[src/rtl/base64_stream_encoder_assert.svh]
// Assertion macros used by the encoder back end (b64e_back).
`ifndef BASE64_STREAM_ENCODER_ASSERT_SVH
`define BASE64_STREAM_ENCODER_ASSERT_SVH

// The consequent holds in the same cycle as the antecedent.
`define B64E_ASSERT_SAME(lbl, ante, cons) \
  lbl: assert property (@(posedge clk_i) disable iff (!rst_ni) (ante) |-> (cons)) \
    else $error("encoder assertion failed");

// The consequent holds in the cycle after the antecedent.
`define B64E_ASSERT_NEXT(lbl, ante, cons) \
  lbl: assert property (@(posedge clk_i) disable iff (!rst_ni) (ante) |=> (cons)) \
    else $error("encoder assertion failed");

`endif

[src/rtl/b64e_pkg.sv]
`default_nettype none

package b64e_pkg;

  localparam int unsigned GrpQDepth = 2;
  localparam int unsigned GrpQPtrW  = $clog2(GrpQDepth);
  localparam int unsigned GrpQCntW  = $clog2(GrpQDepth + 1);

  localparam logic [7:0] PadChar    = 8'h3D;
  localparam logic [7:0] AsciiUpper = 8'h41;
  localparam logic [7:0] AsciiLower = 8'h61;
  localparam logic [7:0] AsciiDigit = 8'h30;
  localparam logic [7:0] AsciiPlus  = 8'h2B;
  localparam logic [7:0] AsciiSlash = 8'h2F;
  localparam logic [15:0] CapacityReset = 16'hFFFF;

  typedef struct packed {
    logic [7:0] data_byte;
    logic       last_byte;
  } in_t;

  typedef struct packed {
    logic [7:0]  out_char;
    logic        out_last;
    logic        out_error;
    logic [15:0] out_count;
  } out_t;

  // One group of up to three bytes; unused bytes are zero.
  typedef struct packed {
    logic [2:0][7:0] bytes;
    logic [1:0]      nheld;
    logic            last;
  } grp_t;

  typedef struct packed {
    logic full;
    logic empty;
  } q_stat_t;

  function automatic logic [7:0] b64_char(logic [5:0] v);
    logic [7:0] ve;
    ve = {2'b00, v};
    if (v < 6'd26) begin
      return 8'(AsciiUpper + ve);
    end else if (v < 6'd52) begin
      return 8'(AsciiLower + ve - 8'd26);
    end else if (v < 6'd62) begin
      return 8'(AsciiDigit + ve - 8'd52);
    end else if (v == 6'd62) begin
      return AsciiPlus;
    end else begin
      return AsciiSlash;
    end
  endfunction

endpackage

`default_nettype wire

[src/rtl/b64e_front.sv]
`default_nettype none

module b64e_front (
  input  logic             clk_i,
  input  logic             rst_ni,
  input  logic             in_valid_i,
  output logic             in_stall_o,
  input  b64e_pkg::in_t    in_data_i,
  input  b64e_pkg::q_stat_t q_stat_i,
  output logic             push_o,
  output b64e_pkg::grp_t   push_grp_o
);
  import b64e_pkg::*;

  logic [7:0] held0_q, held0_d;
  logic [7:0] held1_q, held1_d;
  logic [1:0] held_cnt_q, held_cnt_d;
  logic       accept;
  logic       complete;

  assign in_stall_o = q_stat_i.full;
  assign accept     = in_valid_i && !q_stat_i.full;
  assign complete   = (held_cnt_q == 2'd2) || in_data_i.last_byte;
  assign push_o     = accept && complete;

  always_comb begin
    push_grp_o.nheld = held_cnt_q;
    push_grp_o.last  = in_data_i.last_byte;
    unique case (held_cnt_q)
      2'd0:    push_grp_o.bytes = {8'h00, 8'h00, in_data_i.data_byte};
      2'd1:    push_grp_o.bytes = {8'h00, in_data_i.data_byte, held0_q};
      default: push_grp_o.bytes = {in_data_i.data_byte, held1_q, held0_q};
    endcase
  end

  always_comb begin
    held0_d    = held0_q;
    held1_d    = held1_q;
    held_cnt_d = held_cnt_q;
    if (accept) begin
      if (complete) begin
        held_cnt_d = 2'd0;
      end else begin
        if (held_cnt_q == 2'd0) begin
          held0_d = in_data_i.data_byte;
        end else begin
          held1_d = in_data_i.data_byte;
        end
        held_cnt_d = 2'(held_cnt_q + 2'd1);
      end
    end
  end

  always_ff @(posedge clk_i or negedge rst_ni) begin
    if (!rst_ni) begin
      held_cnt_q <= 2'd0;
    end else begin
      held_cnt_q <= held_cnt_d;
    end
  end

  always_ff @(posedge clk_i) begin
    held0_q <= held0_d;
    held1_q <= held1_d;
  end

endmodule

`default_nettype wire

[src/rtl/b64e_fifo.sv]
`default_nettype none

module b64e_fifo (
  input  logic              clk_i,
  input  logic              rst_ni,
  input  logic              push_i,
  input  b64e_pkg::grp_t    push_grp_i,
  input  logic              pop_i,
  output b64e_pkg::grp_t    pop_grp_o,
  output b64e_pkg::q_stat_t stat_o
);
  import b64e_pkg::*;

  grp_t                slot_q [GrpQDepth];
  logic [GrpQPtrW-1:0] wr_ptr_q;
  logic [GrpQPtrW-1:0] rd_ptr_q;
  logic [GrpQCntW-1:0] cnt_q;
  logic                do_push;
  logic                do_pop;

  assign stat_o.full  = (cnt_q == GrpQCntW'(GrpQDepth));
  assign stat_o.empty = (cnt_q == '0);
  assign do_push      = push_i && !stat_o.full;
  assign do_pop       = pop_i && !stat_o.empty;
  assign pop_grp_o    = slot_q[rd_ptr_q];

  always_ff @(posedge clk_i or negedge rst_ni) begin
    if (!rst_ni) begin
      wr_ptr_q <= '0;
      rd_ptr_q <= '0;
      cnt_q    <= '0;
    end else begin
      if (do_push) begin
        wr_ptr_q <= GrpQPtrW'(wr_ptr_q + 1'b1);
      end
      if (do_pop) begin
        rd_ptr_q <= GrpQPtrW'(rd_ptr_q + 1'b1);
      end
      if (do_push && !do_pop) begin
        cnt_q <= GrpQCntW'(cnt_q + 1'b1);
      end else if (do_pop && !do_push) begin
        cnt_q <= GrpQCntW'(cnt_q - 1'b1);
      end
    end
  end

  always_ff @(posedge clk_i) begin
    if (do_push) begin
      slot_q[wr_ptr_q] <= push_grp_i;
    end
  end

endmodule

`default_nettype wire

[src/rtl/b64e_back.sv]
`default_nettype none
`include "base64_stream_encoder_assert.svh"

module b64e_back #(
  parameter int unsigned COUNT_WIDTH = 16
) (
  input  logic              clk_i,
  input  logic              rst_ni,
  input  logic              cfg_we_i,
  input  logic [15:0]       cfg_wdata_i,
  input  b64e_pkg::grp_t    grp_i,
  input  b64e_pkg::q_stat_t q_stat_i,
  output logic              pop_o,
  output logic              out_valid_o,
  input  logic              out_stall_i,
  output b64e_pkg::out_t    out_data_o
);
  import b64e_pkg::*;

  localparam int unsigned CmpW = (COUNT_WIDTH > 16) ? COUNT_WIDTH : 16;

  logic [15:0]            cap_q;
  logic [COUNT_WIDTH-1:0] count_q, count_d;
  logic [COUNT_WIDTH-1:0] count_inc;
  logic [1:0]             k_q, k_d;
  logic                   discard_q, discard_d;
  logic                   out_valid_q, out_valid_d;
  out_t                   out_q, out_d;
  logic                   can_out;
  logic                   step;
  logic                   over;
  logic                   load;
  logic [5:0]             sext;
  logic [7:0]             ch;
  logic [CmpW-1:0]        count_ext;
  logic [CmpW-1:0]        inc_ext;

  assign can_out   = !out_valid_q || !out_stall_i;
  assign step      = !q_stat_i.empty && can_out;
  assign count_inc = COUNT_WIDTH'(count_q + 1'b1);
  assign count_ext = CmpW'(count_q);
  assign inc_ext   = CmpW'(count_inc);
  assign over      = count_ext >= CmpW'(cap_q);

  always_comb begin
    unique case (k_q)
      2'd0:    sext = grp_i.bytes[0][7:2];
      2'd1:    sext = {grp_i.bytes[0][1:0], grp_i.bytes[1][7:4]};
      2'd2:    sext = {grp_i.bytes[1][3:0], grp_i.bytes[2][7:6]};
      default: sext = grp_i.bytes[2][5:0];
    endcase
    ch = (k_q <= 2'(grp_i.nheld + 2'd1)) ? b64_char(sext) : PadChar;
  end

  always_comb begin
    count_d   = count_q;
    k_d       = k_q;
    discard_d = discard_q;
    pop_o     = 1'b0;
    load      = 1'b0;
    out_d     = out_q;
    if (step) begin
      priority if (discard_q) begin
        pop_o = 1'b1;
        if (grp_i.last) begin
          discard_d = 1'b0;
        end
      end else if (over) begin
        pop_o           = 1'b1;
        load            = 1'b1;
        out_d.out_char  = 8'h00;
        out_d.out_last  = 1'b1;
        out_d.out_error = 1'b1;
        out_d.out_count = count_ext[15:0];
        count_d         = '0;
        k_d             = 2'd0;
        discard_d       = !grp_i.last;
      end else begin
        load            = 1'b1;
        out_d.out_char  = ch;
        out_d.out_last  = grp_i.last && (k_q == 2'd3);
        out_d.out_error = 1'b0;
        out_d.out_count = inc_ext[15:0];
        count_d         = (grp_i.last && (k_q == 2'd3)) ? '0 : count_inc;
        if (k_q == 2'd3) begin
          pop_o = 1'b1;
        end
        k_d = 2'(k_q + 2'd1);
      end
    end
    out_valid_d = can_out ? load : out_valid_q;
  end

  always_ff @(posedge clk_i or negedge rst_ni) begin
    if (!rst_ni) begin
      cap_q       <= CapacityReset;
      count_q     <= '0;
      k_q         <= 2'd0;
      discard_q   <= 1'b0;
      out_valid_q <= 1'b0;
    end else begin
      if (cfg_we_i) begin
        cap_q <= cfg_wdata_i;
      end
      count_q     <= count_d;
      k_q         <= k_d;
      discard_q   <= discard_d;
      out_valid_q <= out_valid_d;
    end
  end

  always_ff @(posedge clk_i) begin
    if (load) begin
      out_q <= out_d;
    end
  end

  assign out_valid_o = out_valid_q;
  assign out_data_o  = out_q;

  `B64E_ASSERT_SAME(a_err_is_final, out_valid_q && out_q.out_error, out_q.out_last && out_q.out_char == 8'h00)
  `B64E_ASSERT_SAME(a_mid_group_not_discarding, k_q != 2'd0, !discard_q)
  `B64E_ASSERT_NEXT(a_final_clears_count, load && out_d.out_last, count_q == '0 && k_q == 2'd0)

endmodule

`default_nettype wire

[src/rtl/base64_stream_encoder.sv]
// The byte that completes a group is written into the group queue; the group's first character is
// then registered into the output register, and the other characters of the group follow it.
// Throughput: one byte accepted per cycle while the group queue has room; one character
// leaves per cycle while out_stall_i is low; a steady stream gives four chars per three bytes.
// Reset (rst_ni low, asynchronous) empties the queue, clears the held-byte count, the output
// count and the discard flag, and sets the output capacity to 65535.
`default_nettype none

module base64_stream_encoder #(
  parameter int unsigned COUNT_WIDTH = 16
) (
  input  logic           clk_i,
  input  logic           rst_ni,
  input  logic           in_valid_i,
  output logic           in_stall_o,
  input  b64e_pkg::in_t  in_data_i,
  output logic           out_valid_o,
  input  logic           out_stall_i,
  output b64e_pkg::out_t out_data_o,
  input  logic           cfg_we_i,
  input  logic [15:0]    cfg_wdata_i
);
  import b64e_pkg::*;

  q_stat_t q_stat;
  logic    push;
  grp_t    push_grp;
  logic    pop;
  grp_t    pop_grp;

  b64e_front u_front (
    .clk_i      (clk_i),
    .rst_ni     (rst_ni),
    .in_valid_i (in_valid_i),
    .in_stall_o (in_stall_o),
    .in_data_i  (in_data_i),
    .q_stat_i   (q_stat),
    .push_o     (push),
    .push_grp_o (push_grp)
  );

  b64e_fifo u_fifo (
    .clk_i      (clk_i),
    .rst_ni     (rst_ni),
    .push_i     (push),
    .push_grp_i (push_grp),
    .pop_i      (pop),
    .pop_grp_o  (pop_grp),
    .stat_o     (q_stat)
  );

  b64e_back #(
    .COUNT_WIDTH (COUNT_WIDTH)
  ) u_back (
    .clk_i       (clk_i),
    .rst_ni      (rst_ni),
    .cfg_we_i    (cfg_we_i),
    .cfg_wdata_i (cfg_wdata_i),
    .grp_i       (pop_grp),
    .q_stat_i    (q_stat),
    .pop_o       (pop),
    .out_valid_o (out_valid_o),
    .out_stall_i (out_stall_i),
    .out_data_o  (out_data_o)
  );

endmodule

`default_nettype wire
[config.mk]
export PLATFORM = sky130hd
export DESIGN_NAME = base64_stream_encoder
export DESIGN_NICKNAME = d
export VERILOG_FILES = /design/src/rtl/b64e_pkg.sv /design/src/rtl/b64e_front.sv /design/src/rtl/b64e_fifo.sv /design/src/rtl/b64e_back.sv /design/src/rtl/base64_stream_encoder.sv
export VERILOG_INCLUDE_DIRS = /design/src /design/src/rtl
export SDC_FILE = /design/constraint.sdc
export NUM_CORES = 1
export LEC_CHECK = 0
export BUFFER_PORTS_ARGS = -buffer_cell sky130_fd_sc_hd__clkbuf_2
export CAP_MARGIN = 5
export CORE_MARGIN = 2
export CORE_UTILIZATION = 55
export CTS_BUF_LIST = sky130_fd_sc_hd__clkbuf_4 sky130_fd_sc_hd__clkbuf_8 sky130_fd_sc_hd__clkbuf_16
export CTS_CLUSTER_DIAMETER = 100
export DETAILED_ROUTE_END_ITERATION = 8
export GPL_TIMING_DRIVEN = 0
export HOLD_SLACK_MARGIN = 0.12
export PLACE_DENSITY = 0.74
export SLEW_MARGIN = 20
export SYNTH_ARGS = -nofsm -noshare
export SYNTH_HDL_FRONTEND = slang
export SYNTH_HIERARCHICAL = 1
export SYNTH_SLANG_ARGS = --single-unit
[constraint.sdc]
create_clock -name clk_i -period 3.9 [get_ports clk_i]
set_clock_uncertainty 0.15 [all_clocks]
set_input_delay 1.17 -clock clk_i [delete_from_list [all_inputs] [get_ports clk_i]]
set_output_delay 1.17 -clock clk_i [all_outputs]
set_load 0.02 [all_outputs]
==> results of run 1 <==
==> metal layers <==
metal  global-route usage, %  part of all wire [%]  up-vias
met3                   5.973                   5.2       11
li1                        -                     -     2294
met4                   7.529                   1.2        0
met1                   27.28                    45     2239
met2                   34.64                    49      130
met5                       0                     0        -
==> through the flow <==
stage          setup slack [ns]  hold slack, ns
3_3_place_gp            0.07510          0.3303
2_1_floorplan            0.7602          0.3108
6_report                 0.6641          0.3572
3_5_place_dp             0.5917          0.3444
5_1_grt                  0.4796          0.3731
4_1_cts                  0.6402          0.3577
==> kinds of logic (layout without fill, tap and decap cells) <==
| kind of cell | count (synthesis) | in the layout | share of synthesized area [%] |
|---|---|---|---|
| AO/OA/AOI/OAI | 119 | 119 | 10.32 |
| AND/OR/NAND/NOR | 181 | 181 | 12.25 |
| adder cells (fa/ha/maj) | 30 | 30 | 5.348 |
| other | 1 | 1 | 0.05342 |
| buffers and inverters | 67 | 156 | 5.472 |
| XOR/XNOR | 21 | 21 | 2.620 |
| flip-flops | 138 | 138 | 56.33 |
| multiplexers | 42 | 42 | 7.611 |
==> worst max-delay path, cell delays in order (launching register included) <==
cell       delay, ns
dfstp_2         0.52
inv_1           0.05
ha_1            0.30
nand4_1         0.13
a2111oi_0       0.40
a211o_1         0.18
buf_2           0.22
buf_2           0.29
o31a_1          0.17
o21ai_1         0.12
ha_1            0.33
nor2_1          0.15
xor2_1          0.15
==> power breakdown <==
| part | switching [uW] | internal, uW | total [uW] |
|---|---|---|---|
| clock network | 672 | 835 | 1510 |
| registers | 227 | 2200 | 2430 |
| logic | 1940 | 1280 | 3220 |
==> state kept, by name, summed over array words and instances, names as in the netlist <==
register	cells
u_front/held_cnt_q	2
u_fifo/slot_q	54
u_fifo/wr_ptr_q	1
u_fifo/rd_ptr_q	1
u_front/held0_q	8
u_back/discard_q	1
u_back/k_q	2
u_back/out_data_o	26
u_fifo/cnt_q	2
u_front/held1_q	8
u_back/out_valid_o	1
u_back/count_ext	16
u_back/cap_q	16
==> cell usage after synthesis (7+ instances only) <==
master	number
dfstp_2	16
mux2_4	19
a21oi_1	28
mux2_2	13
mux2i_1	8
nor3_1	15
edfxtp_1	96
buf_2	8
nand3_1	11
nand2b_1	15
nand2_1	61
xnor2_1	10
inv_1	36
dfrtp_1	26
a22oi_1	8
and2_1	9
o21ai_0	30
o21ai_1	18
nor2_1	47
ha_1	30
xor2_1	11
clkbuf_1	7
==> area by class of cell <==
type,count,share of cell area (%)
flip-flops and latches,138,48.92
multi-input cells,394,33.28
clock buffers,17,5.263
repair buffers,57,3.529
plain buffers,30,3.034
well taps,172,2.663
inverters,37,1.718
clock inverters,15,1.594
==> worst paths after layout <==
kind / startpoint / endpoint / slack, ns / cells past startpoint
min in group asynchronous: rst_ni / u_back/count_ext[8] / 0.75 / 1
min: u_back/out_valid_o / u_back/out_valid_o / 0.36 / 2
max in group asynchronous: rst_ni / u_front/held_cnt_q[1] / 2.26 / 1
min reg2reg: u_back/out_valid_o / u_back/out_valid_o / 0.36 / 2
max: u_back/cap_q[9] / u_fifo/cnt_q[1] / 0.66 / 12
max reg2reg: u_back/cap_q[9] / u_fifo/cnt_q[1] / 0.66 / 12
==> run metrics, run 1 <==
run status finished, final reports clean; antenna violations before repair 0; register bit count reported by yosys 138; number of optimization iterations in the first detailed-route pass 6; effective utilization at floorplan a little under three fifths; final instance count without filler cells between 800 and 900; Port-buffer cells 57; Unique masters post-synth 64; number of rows in the core area a little over 40; placeable core area 12,520 sq um; post-route total power just over 7000 uW; largest cells by area after synthesis edfxtp_1, dfrtp_1, dfstp_2, ha_1, mux2_4; area growth from synthesis to final layout 15.15%; wire length of the first global-routing pass 21.75 mm; Most used DFF post-synth edfxtp_1; fill cell instance count of the final layout between 900 and 1k; remaining antenna violation count after routing 0; CTS Buf Count 17; VDD IR max ~0.47 mV; final weighted congestion of routability-driven global placement 0.8492; post-route setup TNS 0 ns; net count after synthesis approximately 660; clock input transition at the sequential cells of the worst setup and hold paths ~0.060 ns; maximum buffer depth of the clock tree 2; number of global-route vias before repair about 4.5k; cell area after placement between 7000 and 8000 sq um; post-cts sizing count 0; share of synthesized flip-flops with an asynchronous set or reset 30.43%; number of remaining DRC errors 0; critical path capture point type flop; leakage power ~0.0033 uW; worst rel slew slack 36.28%; H-tree level count 4; final critical-path share of the clock period 82.97%; Final Critical Period 3.236 ns; placed cell count 828; Req. time, crit path 4.11 ns; clock tree sinks 138; Via-to-Cell Ratio 5.435; Setup CP Type flop to flop; DRT Wirelength 13.34 mm; root cell of the clock tree clkbuf_16; top cell type's share of synthesized area 41.07%; initial DRC count 464; Worst-Margin Slew 0.9558 ns; post-CTS setup buffer count 0; power density over the cells 884.8 nW/um^2; post-cts hold buffer count 0; clk_lat worst skew 0.43 ns; Hold Violations, Final 0; cell area after synthesis 7019 sq um; RSZ-0062 raised after global routing false; share of final-layout standard cells stronger than drive strength 1 roughly 25%; yosys synthesis warning count 6; area occupied by multi-input gates 2690 sq um; Ports 58; global-route congestion overflow total 0; Chip Height around 120 um; Hold/Removal Path Class flop to flop; cells after synthesis between 500 and 600; Die X approximately 120 um; final core utilization 64.57%; most used cells in the layout excluding fill and tap cells edfxtp_1, nand2_1, clkbuf_2, nor2_1, inv_1; register area 3954 sq um; data arrival time of the critical path 3.44 ns; number of nets in the layout 735; synthesized area divided by synthesized cell count 11.72 sq um; Critical Path Start Type flop; # Max-Cap Violations 0; setup violators final 0; largest net degree at the start of global routing 43; Seq/Total Area, Yosys between 50% and 60%; count of antenna diodes in the layout 0; EDFF count, synth 96; detailed placer's ending HPWL 9.442 mm; Total GRT Usage 21.18%; CTS tree done; highest fanout seen on the critical path 10; Slew Viols, Final 0; leading cell type in the layout, fill and taps excluded edfxtp_1; cell type with the largest total area after synthesis edfxtp_1; WL/cell 15.51 um; area enclosed by the die boundary ~14,000 sq um; Max Freq 0.3090 GHz; via count around 4.7k; total non-filler cell area in the finished layout 8083 sq um
(Power assumes the default switching activity.)
==> run 2: changes to the inputs <==
Clock period 3.9 ns to 3.3 ns, I/O delays scaled along.
==> run 2 against run 1 <==
  * Final cell count unchanged
  * First-iteration DRC count up 6.3%
  * Largest cell class unchanged
  * Critical endpoint unchanged
  * Die area unchanged
  * Global-route usage unchanged
  * Wire length up 0.37%
  * Combinational power up 19%
  * Utilization up 0.060 points
  * Design area about the same
  * Count of clock-buffer cells in the layout unchanged
  * Worst hold slack about the same
==> run metrics, run 2 (synthesized netlist as in run 1, its figures left out) <==
area enclosed by the die boundary 13,680 sq um; effective utilization at floorplan 56.08%; RSZ-0062 raised after global routing false; data arrival time of the critical path approximately 3.3 ns; Final Critical Period approximately 3.1 ns; clock input transition at the sequential cells of the worst setup and hold paths 0.06 ns; largest net degree at the start of global routing between 40 and 50; Setup CP Type flop to flop; number of optimization iterations in the first detailed-route pass 6; clock tree sinks 138; remaining antenna violation count after routing 0; number of rows in the core area 41; Req. time, crit path 3.51 ns; DRT Wirelength 13.39 mm; Ports 58; setup slack at placement 0.05341 ns; initial DRC count 493; Hold/Removal Path Class flop to flop; leakage power 0.003285 uW; global-route congestion overflow total 0; number of global-route vias before repair 4,465; final weighted congestion of routability-driven global placement 0.8492; CTS tree done; number of remaining DRC errors 0; power density over the cells 1046 nW/um^2; critical path capture point type flop; CTS Buf Count 17; fill cell instance count of the final layout 991; WL/cell 15.57 um; detailed placer's ending HPWL 9.442 mm; # Max-Cap Violations 0; Critical Path Start Type flop; Port-buffer cells 57; antenna violations before repair 0; share of final-layout standard cells stronger than drive strength 1 25.15%; Worst-Margin Slew 0.9619 ns; area growth from synthesis to final layout 15.26%; Die X 117.0 um; worst rel slew slack approximately 36%; cell area after placement about 7500 sq um; total non-filler cell area in the finished layout ~8000 sq um; post-CTS setup buffer count 0; root cell of the clock tree clkbuf_16; via count 4,690; flip-flop count of the largest register, all copies and words added 54; VDD IR max 0.5621 mV; maximum buffer depth of the clock tree 2; placed cell count 828; clk_lat worst skew 0.43 ns; largest register by flop count u_fifo/slot_q; number of nets in the layout 735; Chip Height 117.0 um; final critical-path share of the clock period 94.12%; leading cell type in the layout, fill and taps excluded edfxtp_1; placeable core area 12,520 sq um; count of antenna diodes in the layout 0; run status finished, final reports clean; final instance count without filler cells 860; Hold Violations, Final 0; Slew Viols, Final 0; wire length of the first global-routing pass 21.75 mm; Via-to-Cell Ratio about 5.5; most used cells in the layout excluding fill and tap cells edfxtp_1, nand2_1, clkbuf_2, nor2_1, inv_1; H-tree level count 4; highest fanout seen on the critical path 10; Max Freq around 0.32 GHz; worst hold slack 0.3572 ns; post-layout worst setup margin 0.1942 ns; setup violators final 0; Total GRT Usage 21.18%
-- run 2: cell types whose count changed in the layout (fill, tap and decap cells not counted) --
cell / before / now
buf_2: 9 / 8
o21ai_1: 18 / 17
o21ai_2: 1 / 2
a2111oi_1: 0 / 1
buf_4: 3 / 4
a2111oi_0: 1 / 0
-- run 2: routing by layer --
layer  routed length (um)  vias up  track usage [%]
li1                     -     2299                -
met1                 5926     2242            27.28
met2                 6589      138            34.64
met3                  719       11            5.973
met4                  157        0            7.529
met5                    0        -                0
-- run 2: final timing paths --
| path | startpoint | endpoint | slack (ns) | depth (start not counted) |
|---|---|---|---|---|
| setup / recovery | u_back/cap_q[9] | u_fifo/cnt_q[1] | 0.19 | 12 |
| hold / removal | u_back/out_valid_o | u_back/out_valid_o | 0.36 | 2 |
| setup reg to reg | u_back/cap_q[9] | u_fifo/cnt_q[1] | 0.19 | 12 |
| hold reg to reg | u_back/out_valid_o | u_back/out_valid_o | 0.36 | 2 |
| max in group asynchronous | rst_ni | u_front/held_cnt_q[1] | 1.83 | 1 |
| min in group asynchronous | rst_ni | u_back/count_ext[8] | 0.57 | 1 |
-- run 2: area by class of cell --
class | instances | area [sq um] | share of cell area [%]
plain buffers | 30 | 247.7 | 3.062
clock buffers | 17 | 425.4 | 5.258
clock inverters | 15 | 128.9 | 1.593
inverters | 37 | 138.9 | 1.717
multi-input cells | 394 | 2695 | 33.31
flip-flops and latches | 138 | 3954 | 48.87
well taps | 172 | 215.2 | 2.660
repair buffers | 57 | 285.3 | 3.526
-- run 2: per-stage QoR --
| step | total power [uW] | TNS (ns) | util, % |
|---|---|---|---|
| 2_1_floorplan | 5707 | 0 | - |
| 3_3_place_gp | 6492 | -9.276 | 60.08 |
| 3_5_place_dp | 6693 | 0 | 60.15 |
| 4_1_cts | 8492 | 0 | 64.57 |
| 5_1_grt | 9046 | 0 | 64.63 |
| 6_report | 8465 | 0 | 64.63 |
-- run 2: critical path, cell delays in order, from the launching register on --
cell       delay (ns)
dfstp_2          0.52
inv_1            0.05
ha_1             0.30
nand4_1          0.14
a2111oi_1        0.38
a211o_1          0.17
buf_2            0.22
buf_4            0.23
o31a_1           0.17
o21ai_2          0.08
ha_1             0.31
nor2_1           0.15
xor2_1           0.15
-- run 2: power by group --
group | total (uW) | internal, uW | switching [uW] | leakage, uW
clock network | 1780 | 987 | 791 | 0.000273
logic | 3820 | 1520 | 2300 | 0.00166
registers | 2870 | 2600 | 270 | 0.00136
total | 8460 | 5110 | 3360 | 0.00329
-- run 2: what timing repair did --
item                       in CTS  in global routing
hold buffers                    0                  0
setup endpoints to repair       0                  1
gates resized for setup         0                  4
